==> src/sv/four_key_setpoint_panel_macros.svh <==
// Assertion macros shared by the panel RTL.
`ifndef FOUR_KEY_SETPOINT_PANEL_MACROS_SVH
`define FOUR_KEY_SETPOINT_PANEL_MACROS_SVH

// Same-cycle implication, checked outside reset.
`define FSP_ASSERT_NOW(lbl, ante, cons, msg) \
	lbl: assert property (@(posedge clk) disable iff (!arst_n) (ante) |-> (cons)) \
		else $error(msg);

// Next-cycle implication, checked outside reset.
`define FSP_ASSERT_NEXT(lbl, ante, cons, msg) \
	lbl: assert property (@(posedge clk) disable iff (!arst_n) (ante) |=> (cons)) \
		else $error(msg);

`endif

==> src/sv/fsp_pkg.sv <==
package fsp_pkg;

	localparam int TICK_BITS = 9;
	localparam int TEMP_BITS = 12;
	localparam int TIME_BITS = 16;
	localparam int IN_BYTES_BITS = 8;
	localparam int OUT_BYTES_BITS = 40;

	localparam logic [TEMP_BITS-1:0] TEMP_STEP = 12'd10;
	localparam logic [TIME_BITS-1:0] TIME_STEP_FINE = 16'd5;
	localparam logic [TIME_BITS-1:0] TIME_STEP_COARSE = 16'd60;
	localparam logic [TIME_BITS-1:0] TIME_COARSE_FROM = 16'd60;

	typedef enum logic [2:0] {
		REG_TEMP_MIN = 3'd0,
		REG_TEMP_MAX = 3'd1,
		REG_TIME_MIN = 3'd2,
		REG_TIME_MAX = 3'd3,
		REG_CLICK_MIN = 3'd4,
		REG_CLICK_MAX = 3'd5,
		REG_REPEAT_AT = 3'd6,
		REG_REPEAT_RELOAD = 3'd7
	} reg_index_t;

	typedef enum logic [1:0] {
		RUN_STOPPED = 2'd0,
		RUN_RUNNING = 2'd1,
		RUN_PAUSED = 2'd2
	} run_mode_t;

	localparam logic [1:0] EDIT_NONE = 2'd0;
	localparam logic [1:0] EDIT_TEMP = 2'd1;
	localparam logic [1:0] EDIT_TIME = 2'd2;

	typedef struct packed {
		logic [TICK_BITS-1:0] click_min;
		logic [TICK_BITS-1:0] click_max;
		logic [TICK_BITS-1:0] repeat_at;
		logic [TICK_BITS-1:0] repeat_reload;
	} tick_cfg_t;

	typedef struct packed {
		logic [TEMP_BITS-1:0] temp_floor;
		logic [TEMP_BITS-1:0] temp_ceil;
		logic [TIME_BITS-1:0] time_floor;
		logic [TIME_BITS-1:0] time_ceil;
	} limit_cfg_t;

	typedef struct packed {
		logic [TEMP_BITS-1:0] temp;
		logic [TIME_BITS-1:0] time_val;
	} setpoints_t;

endpackage

==> src/sv/fsp_key.sv <==
module fsp_key #(
	parameter int COUNT_BITS = 9,
	parameter bit REPEAT = 1'b0
) (
	input logic pressed,
	input fsp_pkg::tick_cfg_t cfg,
	input logic [COUNT_BITS-1:0] cnt_cur,
	input logic act_cur,
	input logic long_cur,
	output logic [COUNT_BITS-1:0] cnt_nxt,
	output logic act_nxt,
	output logic long_nxt,
	output logic event_hit
);

	localparam int CW = (COUNT_BITS > fsp_pkg::TICK_BITS) ? COUNT_BITS : fsp_pkg::TICK_BITS;
	localparam logic [COUNT_BITS-1:0] COUNT_MAX = {COUNT_BITS{1'b1}};

	logic count_en;
	logic [COUNT_BITS-1:0] cnt_inc;
	logic [COUNT_BITS-1:0] reload_sat;
	logic [CW-1:0] cnt_w;
	logic [CW-1:0] max_w;
	logic [CW-1:0] reload_w;

	assign max_w = CW'(COUNT_MAX);
	assign reload_w = CW'(cfg.repeat_reload);
	assign reload_sat = (reload_w < max_w) ? COUNT_BITS'(reload_w) : COUNT_MAX;
	assign cnt_inc = (cnt_cur == COUNT_MAX) ? cnt_cur : cnt_cur + 1'b1;
	// A long-held menu or start key stops counting until released.
	assign count_en = pressed && (REPEAT || !long_cur);

	always_comb begin
		cnt_nxt = cnt_cur;
		act_nxt = act_cur;
		long_nxt = long_cur;
		event_hit = 1'b0;
		if (count_en) begin
			cnt_nxt = cnt_inc;
			act_nxt = 1'b1;
		end
		cnt_w = CW'(cnt_nxt);
		if (act_nxt) begin
			if (!pressed) begin
				event_hit = (cnt_w > CW'(cfg.click_min)) && (cnt_w < CW'(cfg.click_max));
				act_nxt = 1'b0;
				long_nxt = 1'b0;
				cnt_nxt = '0;
				cnt_w = '0;
			end
			if (REPEAT) begin
				if (cnt_w > CW'(cfg.repeat_at)) begin
					event_hit = 1'b1;
					act_nxt = 1'b0;
					cnt_nxt = reload_sat;
				end
			end else if (cnt_w > CW'(cfg.click_max)) begin
				long_nxt = 1'b1;
			end
		end
		if (REPEAT) begin
			long_nxt = 1'b0;
		end
	end

endmodule

==> src/sv/fsp_adjust.sv <==
module fsp_adjust (
	input logic step_en,
	input logic step_up,
	input logic [1:0] edit_sel,
	input fsp_pkg::limit_cfg_t lim,
	input fsp_pkg::setpoints_t cur,
	output fsp_pkg::setpoints_t nxt,
	output logic changed
);

	logic [fsp_pkg::TEMP_BITS:0] temp_hi;
	logic [fsp_pkg::TEMP_BITS:0] temp_lo_edge;
	logic [fsp_pkg::TIME_BITS-1:0] time_step;
	logic [fsp_pkg::TIME_BITS:0] time_hi;
	logic [fsp_pkg::TIME_BITS:0] time_lo_edge;

	assign temp_hi = {1'b0, cur.temp} + {1'b0, fsp_pkg::TEMP_STEP};
	assign temp_lo_edge = {1'b0, lim.temp_floor} + {1'b0, fsp_pkg::TEMP_STEP};
	assign time_step = (cur.time_val < fsp_pkg::TIME_COARSE_FROM) ?
		fsp_pkg::TIME_STEP_FINE : fsp_pkg::TIME_STEP_COARSE;
	assign time_hi = {1'b0, cur.time_val} + {1'b0, time_step};
	assign time_lo_edge = {1'b0, lim.time_floor} + {1'b0, time_step};

	// Stepping down clamps when the value would land below the minimum,
	// which is checked as value < minimum + step so nothing wraps.
	always_comb begin
		nxt = cur;
		changed = 1'b0;
		if (step_en && edit_sel == fsp_pkg::EDIT_TEMP) begin
			changed = 1'b1;
			if (step_up) begin
				nxt.temp = (temp_hi > {1'b0, lim.temp_ceil}) ?
					lim.temp_ceil : temp_hi[fsp_pkg::TEMP_BITS-1:0];
			end else begin
				nxt.temp = ({1'b0, cur.temp} < temp_lo_edge) ?
					lim.temp_floor : cur.temp - fsp_pkg::TEMP_STEP;
			end
		end else if (step_en && edit_sel == fsp_pkg::EDIT_TIME) begin
			changed = 1'b1;
			if (step_up) begin
				nxt.time_val = (time_hi > {1'b0, lim.time_ceil}) ?
					lim.time_ceil : time_hi[fsp_pkg::TIME_BITS-1:0];
			end else begin
				nxt.time_val = ({1'b0, cur.time_val} < time_lo_edge) ?
					lim.time_floor : cur.time_val - time_step;
			end
		end
	end

endmodule

==> src/sv/four_key_setpoint_panel.sv <==
// Channel  | Direction | Handshake          | Payload
// s_*      | in        | s_tvalid/s_tready  | s_tdata: one scan tick of key levels
// m_*      | out       | m_tvalid/m_tready  | m_tdata: panel state and pulses
// cfg_*    | in        | cfg_valid/cfg_ready| cfg_index, cfg_data: register write
//
// A tick is registered on entry and then evaluated into the result register,
// with one short key pass between the two registers; a new tick can be taken
// every cycle while the result is not stalled.
// Reset clears all hold counters, key flags, run state and setpoints and
// loads the register defaults. A stalled result holds the input stage, which
// then holds s_tready low. Configuration writes are always ready.
`include "four_key_setpoint_panel_macros.svh"

module four_key_setpoint_panel #(
	parameter int COUNT_BITS = 9
) (
	input logic clk,
	input logic arst_n,
	input logic s_tvalid,
	output logic s_tready,
	// [0] menu_pressed, [1] up_pressed, [2] down_pressed, [3] start_pressed, [7:4] zero
	input logic [fsp_pkg::IN_BYTES_BITS-1:0] s_tdata,
	output logic m_tvalid,
	input logic m_tready,
	// [1:0] run_state, [3:2] edit_field, [15:4] temp_setpoint,
	// [31:16] time_setpoint, [32] beep_request, [33] hold_display,
	// [34] blink_request, [35] clear_display, [36] start_preset, [39:37] zero
	output logic [fsp_pkg::OUT_BYTES_BITS-1:0] m_tdata,
	input logic cfg_valid,
	output logic cfg_ready,
	input logic [2:0] cfg_index,
	input logic [15:0] cfg_data
);

	localparam int KM = 0;
	localparam int KU = 1;
	localparam int KD = 2;
	localparam int KS = 3;

	fsp_pkg::tick_cfg_t tick_cfg_q;
	fsp_pkg::limit_cfg_t lim_cfg_q;

	logic valid_s1;
	logic [3:0] key_s1;
	logic fire;

	logic [COUNT_BITS-1:0] cnt_q [4];
	logic [COUNT_BITS-1:0] cnt_d [4];
	logic [3:0] act_q;
	logic [3:0] act_d;
	logic [1:0] long_q;
	logic [1:0] long_d;
	logic [3:0] key_ev;

	fsp_pkg::run_mode_t run_q;
	fsp_pkg::run_mode_t run_d;
	logic [1:0] edit_q;
	logic [1:0] edit_menu;
	logic [1:0] edit_d;
	fsp_pkg::setpoints_t sp_q;
	fsp_pkg::setpoints_t sp_up;
	fsp_pkg::setpoints_t sp_dn;
	logic chg_up;
	logic chg_dn;
	logic start_go;

	logic pulse_beep;
	logic pulse_hold;
	logic pulse_blink;
	logic pulse_clear;
	logic pulse_preset;

	logic out_valid_q;
	logic [fsp_pkg::OUT_BYTES_BITS-1:0] res_q;

	assign cfg_ready = 1'b1;
	assign fire = valid_s1 && (!out_valid_q || m_tready);
	assign s_tready = !valid_s1 || fire;
	assign m_tvalid = out_valid_q;
	assign m_tdata = res_q;

	always_ff @(posedge clk or negedge arst_n) begin
		if (!arst_n) begin
			lim_cfg_q.temp_floor <= 12'd0;
			lim_cfg_q.temp_ceil <= 12'd4095;
			lim_cfg_q.time_floor <= 16'd0;
			lim_cfg_q.time_ceil <= 16'd65535;
			tick_cfg_q.click_min <= 9'd5;
			tick_cfg_q.click_max <= 9'd150;
			tick_cfg_q.repeat_at <= 9'd190;
			tick_cfg_q.repeat_reload <= 9'd188;
		end else if (cfg_valid && cfg_ready) begin
			unique case (fsp_pkg::reg_index_t'(cfg_index))
				fsp_pkg::REG_TEMP_MIN: lim_cfg_q.temp_floor <= cfg_data[11:0];
				fsp_pkg::REG_TEMP_MAX: lim_cfg_q.temp_ceil <= cfg_data[11:0];
				fsp_pkg::REG_TIME_MIN: lim_cfg_q.time_floor <= cfg_data;
				fsp_pkg::REG_TIME_MAX: lim_cfg_q.time_ceil <= cfg_data;
				fsp_pkg::REG_CLICK_MIN: tick_cfg_q.click_min <= cfg_data[8:0];
				fsp_pkg::REG_CLICK_MAX: tick_cfg_q.click_max <= cfg_data[8:0];
				fsp_pkg::REG_REPEAT_AT: tick_cfg_q.repeat_at <= cfg_data[8:0];
				fsp_pkg::REG_REPEAT_RELOAD: tick_cfg_q.repeat_reload <= cfg_data[8:0];
				default: ;
			endcase
		end
	end

	always_ff @(posedge clk or negedge arst_n) begin
		if (!arst_n) begin
			valid_s1 <= 1'b0;
		end else if (s_tready) begin
			valid_s1 <= s_tvalid;
		end
	end

	always_ff @(posedge clk) begin
		if (s_tvalid && s_tready) begin
			key_s1 <= s_tdata[3:0];
		end
	end

	fsp_key #(.COUNT_BITS(COUNT_BITS), .REPEAT(1'b0)) u_key_menu (
		.pressed(key_s1[KM]), .cfg(tick_cfg_q),
		.cnt_cur(cnt_q[KM]), .act_cur(act_q[KM]), .long_cur(long_q[0]),
		.cnt_nxt(cnt_d[KM]), .act_nxt(act_d[KM]), .long_nxt(long_d[0]),
		.event_hit(key_ev[KM])
	);

	fsp_key #(.COUNT_BITS(COUNT_BITS), .REPEAT(1'b1)) u_key_up (
		.pressed(key_s1[KU]), .cfg(tick_cfg_q),
		.cnt_cur(cnt_q[KU]), .act_cur(act_q[KU]), .long_cur(1'b0),
		.cnt_nxt(cnt_d[KU]), .act_nxt(act_d[KU]), .long_nxt(),
		.event_hit(key_ev[KU])
	);

	fsp_key #(.COUNT_BITS(COUNT_BITS), .REPEAT(1'b1)) u_key_down (
		.pressed(key_s1[KD]), .cfg(tick_cfg_q),
		.cnt_cur(cnt_q[KD]), .act_cur(act_q[KD]), .long_cur(1'b0),
		.cnt_nxt(cnt_d[KD]), .act_nxt(act_d[KD]), .long_nxt(),
		.event_hit(key_ev[KD])
	);

	fsp_key #(.COUNT_BITS(COUNT_BITS), .REPEAT(1'b0)) u_key_start (
		.pressed(key_s1[KS]), .cfg(tick_cfg_q),
		.cnt_cur(cnt_q[KS]), .act_cur(act_q[KS]), .long_cur(long_q[1]),
		.cnt_nxt(cnt_d[KS]), .act_nxt(act_d[KS]), .long_nxt(long_d[1]),
		.event_hit(key_ev[KS])
	);

	assign edit_menu = !key_ev[KM] ? edit_q :
		(edit_q >= fsp_pkg::EDIT_TIME) ? fsp_pkg::EDIT_NONE : edit_q + 2'd1;

	// Up is applied before down, so down sees the value that up produced.
	fsp_adjust u_adj_up (
		.step_en(key_ev[KU]), .step_up(1'b1), .edit_sel(edit_menu),
		.lim(lim_cfg_q), .cur(sp_q), .nxt(sp_up), .changed(chg_up)
	);

	fsp_adjust u_adj_down (
		.step_en(key_ev[KD]), .step_up(1'b0), .edit_sel(edit_menu),
		.lim(lim_cfg_q), .cur(sp_up), .nxt(sp_dn), .changed(chg_dn)
	);

	assign start_go = key_ev[KS] && (run_q != fsp_pkg::RUN_RUNNING);

	always_comb begin
		run_d = run_q;
		edit_d = edit_menu;
		if (key_ev[KS]) begin
			if (run_q == fsp_pkg::RUN_RUNNING) begin
				run_d = fsp_pkg::RUN_PAUSED;
			end else begin
				run_d = fsp_pkg::RUN_RUNNING;
				edit_d = fsp_pkg::EDIT_NONE;
			end
		end
	end

	assign pulse_beep = key_ev[KM] || key_ev[KS];
	assign pulse_hold = (key_ev[KM] || chg_up || chg_dn) && !start_go;
	assign pulse_blink = pulse_hold;
	assign pulse_clear = start_go;
	assign pulse_preset = start_go;

	always_ff @(posedge clk or negedge arst_n) begin
		if (!arst_n) begin
			for (int i = 0; i < 4; i++) begin
				cnt_q[i] <= '0;
			end
			act_q <= '0;
			long_q <= '0;
			run_q <= fsp_pkg::RUN_STOPPED;
			edit_q <= fsp_pkg::EDIT_NONE;
			sp_q <= '0;
			out_valid_q <= 1'b0;
		end else begin
			if (fire) begin
				for (int i = 0; i < 4; i++) begin
					cnt_q[i] <= cnt_d[i];
				end
				act_q <= act_d;
				long_q <= long_d;
				run_q <= run_d;
				edit_q <= edit_d;
				sp_q <= sp_dn;
				out_valid_q <= 1'b1;
			end else if (m_tready) begin
				out_valid_q <= 1'b0;
			end
		end
	end

	always_ff @(posedge clk) begin
		if (fire) begin
			res_q <= {3'b000, pulse_preset, pulse_clear, pulse_blink, pulse_hold,
				pulse_beep, sp_dn.time_val, sp_dn.temp, edit_d, run_d};
		end
	end

	`FSP_ASSERT_NOW(a_no_accept_when_full, s_tvalid && s_tready, !valid_s1 || fire, "tick accepted while input stage is blocked")
	`FSP_ASSERT_NOW(a_start_clears_edit, fire && start_go, edit_d == fsp_pkg::EDIT_NONE && !pulse_hold && run_d == fsp_pkg::RUN_RUNNING, "start from idle did not clear edit state")
	`FSP_ASSERT_NEXT(a_long_hold_freezes, fire && long_q[0] && key_s1[KM], cnt_q[KM] == $past(cnt_q[KM]), "long-held menu counter moved")
	`FSP_ASSERT_NOW(a_edit_range, fire, edit_d != 2'd3, "edit field left its range")

endmodule
==> config.mk <==
export PLATFORM = sky130hd
export DESIGN_NAME = four_key_setpoint_panel
export DESIGN_NICKNAME = d
export VERILOG_FILES = /design/src/sv/fsp_pkg.sv /design/src/sv/fsp_key.sv /design/src/sv/fsp_adjust.sv /design/src/sv/four_key_setpoint_panel.sv
export VERILOG_INCLUDE_DIRS = /design/src /design/src/sv
export SDC_FILE = /design/constraint.sdc
export NUM_CORES = 1
export LEC_CHECK = 0
export CAP_MARGIN = 20
export CORE_AREA = 10 10 193 195
export DETAILED_ROUTE_END_ITERATION = 6
export DIE_AREA = 0 0 203 205
export DONT_BUFFER_PORTS = 1
export GPL_TIMING_DRIVEN = 1
export HOLD_SLACK_MARGIN = 0.12
export PLACE_DENSITY = 0.65
export SLEW_MARGIN = 30
export SYNTH_ARGS = -nofsm -noshare
export SYNTH_HDL_FRONTEND = slang
export SYNTH_SLANG_ARGS = --single-unit
==> constraint.sdc <==
create_clock -name clk -period 13.3 [get_ports clk]
set_input_delay 2.66 -clock clk [delete_from_list [all_inputs] [get_ports clk]]
set_output_delay 2.66 -clock clk [all_outputs]
set_load 0.01 [all_outputs]
==> flow_summary_export.csv <==
group,metric,value,unit
clocking,cts_setup_buffers,0,
timing,worst_slew_pin_slew,0.937,ns
yosys,synth_top_cell_area_share,0.187,
clocking,root_buffer,"clkbuf_16",
routing,routed_wl,45300,um
final_layout,syn2layout_area_growth,8.08,%
final_layout,nets,1994,
worst_setup_path,cp_slowest_cell,"nor2_2",
yosys,synth_area,16400,um2
power_and_ir_drop,vdd_drop_max,0.000125,V
worst_setup_path,worst_ep_required_time,13.78,ns
global_route,antenna_found_initial,1,
global_route,grt_max_degree,169,
floorplanning,die_x,203,um
final_layout,fin_cells,2250,
timing,clock.fmax,87.0,MHz
yosys,yosysWarnings,0,
timing,fin_crit,11.50,ns
yosys,synth-edff-count,39,
routing,vias,13700,
worst_setup_path,cp_num_cells,40,
worst_setup_path,crit_path_frequent_cell,"ha_1",
clocking,clockBufferDepth,3,
run_status,status,"completed",
worst_setup_path,critPathArrivalTime,11.98,ns
yosys,synth_seq_area_share,0.331,
worst_setup_path,start_kind,"register",
min_path,hp-class,"reg -> reg",
yosys,yosys-top-cells-count,"ha_1, nand2_1, nor2_1, dfrtp_1",
timing,slew_headroom,0.375,
timing,skew,0.0103,ns
run,maxCapViolCount,0,
power_and_ir_drop,powerDensity,166,nW/um2
yosys,synth.most_common_cell,"ha_1",
clocking,clkLatencyLatePin,0.55,ns
timing,fin_setup_tns,0,ns
worst_setup_path,critPathTopFamily,"simple AND/OR/NAND/NOR gates",
clocking,cts_tree,"built",
final_layout,final_cell_area,17800,um2
floorplanning,rows,67,
worst_setup_path,slowest_delay,0.60,ns
floorplanning,initial_core_util,0.493,
placed_design,dp_cells,2201,
clocking,numCtsBuffers,26,
final_layout,num_antenna_cells,0,
yosys,synthFlopType,"dfrtp_1",
floorplanning,die_h,205,um
global_route,grt_pass1_wl,72500,um
floorplanning,coreArea,33300,um2
placed_design,io_buffers,0,
clocking,clk_pin_slew,0.06,ns
worst_setup_path,cp-end-kind,"register",
worst_setup_path,reg2reg_to,"sp_q[8]",
yosys,synthCells,1809,
routing,antenna_left,0,
timing,rsz0062_at_grt,"no",
worst_setup_path,r2r_cells,40,
worst_setup_path,worstSetupPathType,"reg -> reg",
placed_design,finalWeightedCongestion,0.906,
global_route,track_usage,0.214,
placed_design,hpwl,33300,um
clocking,numClockSinks,207,
yosys,yosysUniqueCellTypes,87,
global_route,grt_pass1_vias,13200,
timing,hold_viol,0,
final_layout,fillers,3066,
final_layout,layout-drive-gt1-share,0.136,
yosys,synth_seq_cells,207,
routing,drt_first_iter_violations,997,
clocking,cts_hold_buf,0,
routing,vias_per_cell,6.07,
routing,wl_per_cell,20.1,um
power_and_ir_drop,leakage,7.82,nW
worst_setup_path,crit_path_start,"sp_q[13]",
worst_setup_path,cp_num_buf_inv,3,
routing,dr.pass1.iters,6,
clocking,post_cts_resized,0,
global_route,grt_remaining_overflow,0,
worst_setup_path,r2r_slack,1.80,ns
worst_setup_path,cp_max_fo,12,
placed_design,place_area,16800,um2
yosys,synth_top_area_cell,"dfrtp_1",
timing,whs,0.503,ns
worst_setup_path,reg2reg_from,"sp_q[13]",
yosys,syn_area_per_cell,9.08,um2
yosys,synth_area_leaders,"dfrtp_1, ha_1, mux2_2",
clocking,htreeDepth,1,
timing,slew_violations,0,
floorplanning,die_area,41600,um2
worst_setup_path,cp-endpoint,"sp_q[8]",
yosys,ys_async_sr_fraction,0.812,
timing,period_share,0.865,
timing,setup_viol,0,
routing,drc,0,
floorplanning,io_pins,75,
[final cells by class]
type / instances / area, um2 / area share
Multi-Input combinational cell: 1423 / 10300 / 0.583
Clock buffer: 37 / 776 / 0.0437
Inverter: 108 / 408 / 0.0230
Sequential cell: 207 / 5430 / 0.306
Tap cell: 448 / 561 / 0.0316
Clock inverter: 11 / 110 / 0.00620
Timing Repair Buffer: 16 / 124 / 0.00698
[worst min path at each step]
stage / from / to / slack, ns / depth (start not counted)
after floorplan: valid_s1 / m_tvalid / 0.46 / 1
after global placement: tick_cfg_q[21] / tick_cfg_q[21] / 0.49 / 1
after detailed placement: tick_cfg_q[21] / tick_cfg_q[21] / 0.49 / 1
after CTS: tick_cfg_q[21] / tick_cfg_q[21] / 0.51 / 1
after global routing: tick_cfg_q[15] / tick_cfg_q[15] / 0.52 / 1
final: tick_cfg_q[21] / tick_cfg_q[21] / 0.50 / 1
[where the power goes]
| part | total [mW] | leakage, nW | switching, mW | internal, mW |
|---|---|---|---|---|
| clock | 0.734 | 0.433 | 0.290 | 0.444 |
| sequential | 0.974 | 2.42 | 0.169 | 0.805 |
| combinational | 1.24 | 4.96 | 0.706 | 0.534 |
[layer usage]
| metal | global-route usage | wire length [um] |
|---|---|---|
| met2 | 0.343 | 20400 |
| met4 | 0.0594 | 1070 |
| met1 | 0.291 | 20900 |
| met5 | 0 | 0 |
| met3 | 0.0354 | 2890 |
[placed cells by master, fill, tap and decap left out, types with 11 or more instances in the layout]
master / Yosys / routed
ha_1: 180 / 180
nand2_1: 175 / 174
nor2_1: 125 / 124
dfrtp_1: 123 / 123
inv_1: 107 / 106
mux2_2: 106 / 106
o21ai_0: 107 / 106
a21oi_1: 86 / 84
nand3_1: 49 / 49
o21a_1: 45 / 45
dfstp_2: 45 / 45
xnor2_1: 40 / 40
nand4_1: 39 / 39
edfxtp_1: 39 / 39
mux2i_1: 37 / 37
nor3_1: 37 / 35
and2_1: 33 / 33
xor2_1: 29 / 29
clkbuf_16: 0 / 29
and3_1: 22 / 22
a21o_1: 22 / 22
a31oi_1: 22 / 22
nand2b_1: 19 / 19
nor2b_1: 19 / 19
a211oi_1: 19 / 18
buf_4: 6 / 15
o211ai_1: 14 / 14
a211o_1: 11 / 11
o31ai_1: 11 / 11
[sequential cells by signal, indices dropped and copies added, names as in the netlist]
name        count
act_q           4
run_q           2
long_q          2
sp_q           28
key_s1          4
tick_cfg_q     36
lim_cfg_q      56
valid_s1        1
cnt_q          36
m_tvalid        1
m_tdata        35
edit_q          2
[cell families after synthesis]
kind of cell	count (synthesis)	synth area share
other	2	0.000457
DFF	207	0.331
adders and majority gates	180	0.137
AOI/OAI and AO/OA	450	0.183
muxes	144	0.0959
xor gates and xnor gates	69	0.0368
and+or+nand+nor	576	0.173
buffers and inverters	181	0.0435
[worst register-to-register path, delay by kind of cell (launching register included)]
family                     cells  cell delay, ns
buffers and inverters          3            0.56
muxes                          2            0.54
adders and majority gates      6            1.37
xor gates and xnor gates       2            0.34
AOI/OAI and AO/OA             15            3.73
and+or+nand+nor               12            4.46
DFF                            1            0.45
[through the flow]
step / power (mW) / util / worst slack [ns]
finish: 2.95 / 0.533 / 1.80
global route: 3.17 / 0.533 / 1.06
CTS: 2.95 / 0.533 / 1.84
detailed placement: 2.20 / 0.506 / 1.89
global placement: 2.15 / 0.506 / 2.02
floorplan: 1.88 / - / 3.45
Power figures use the tool's default switching activity.
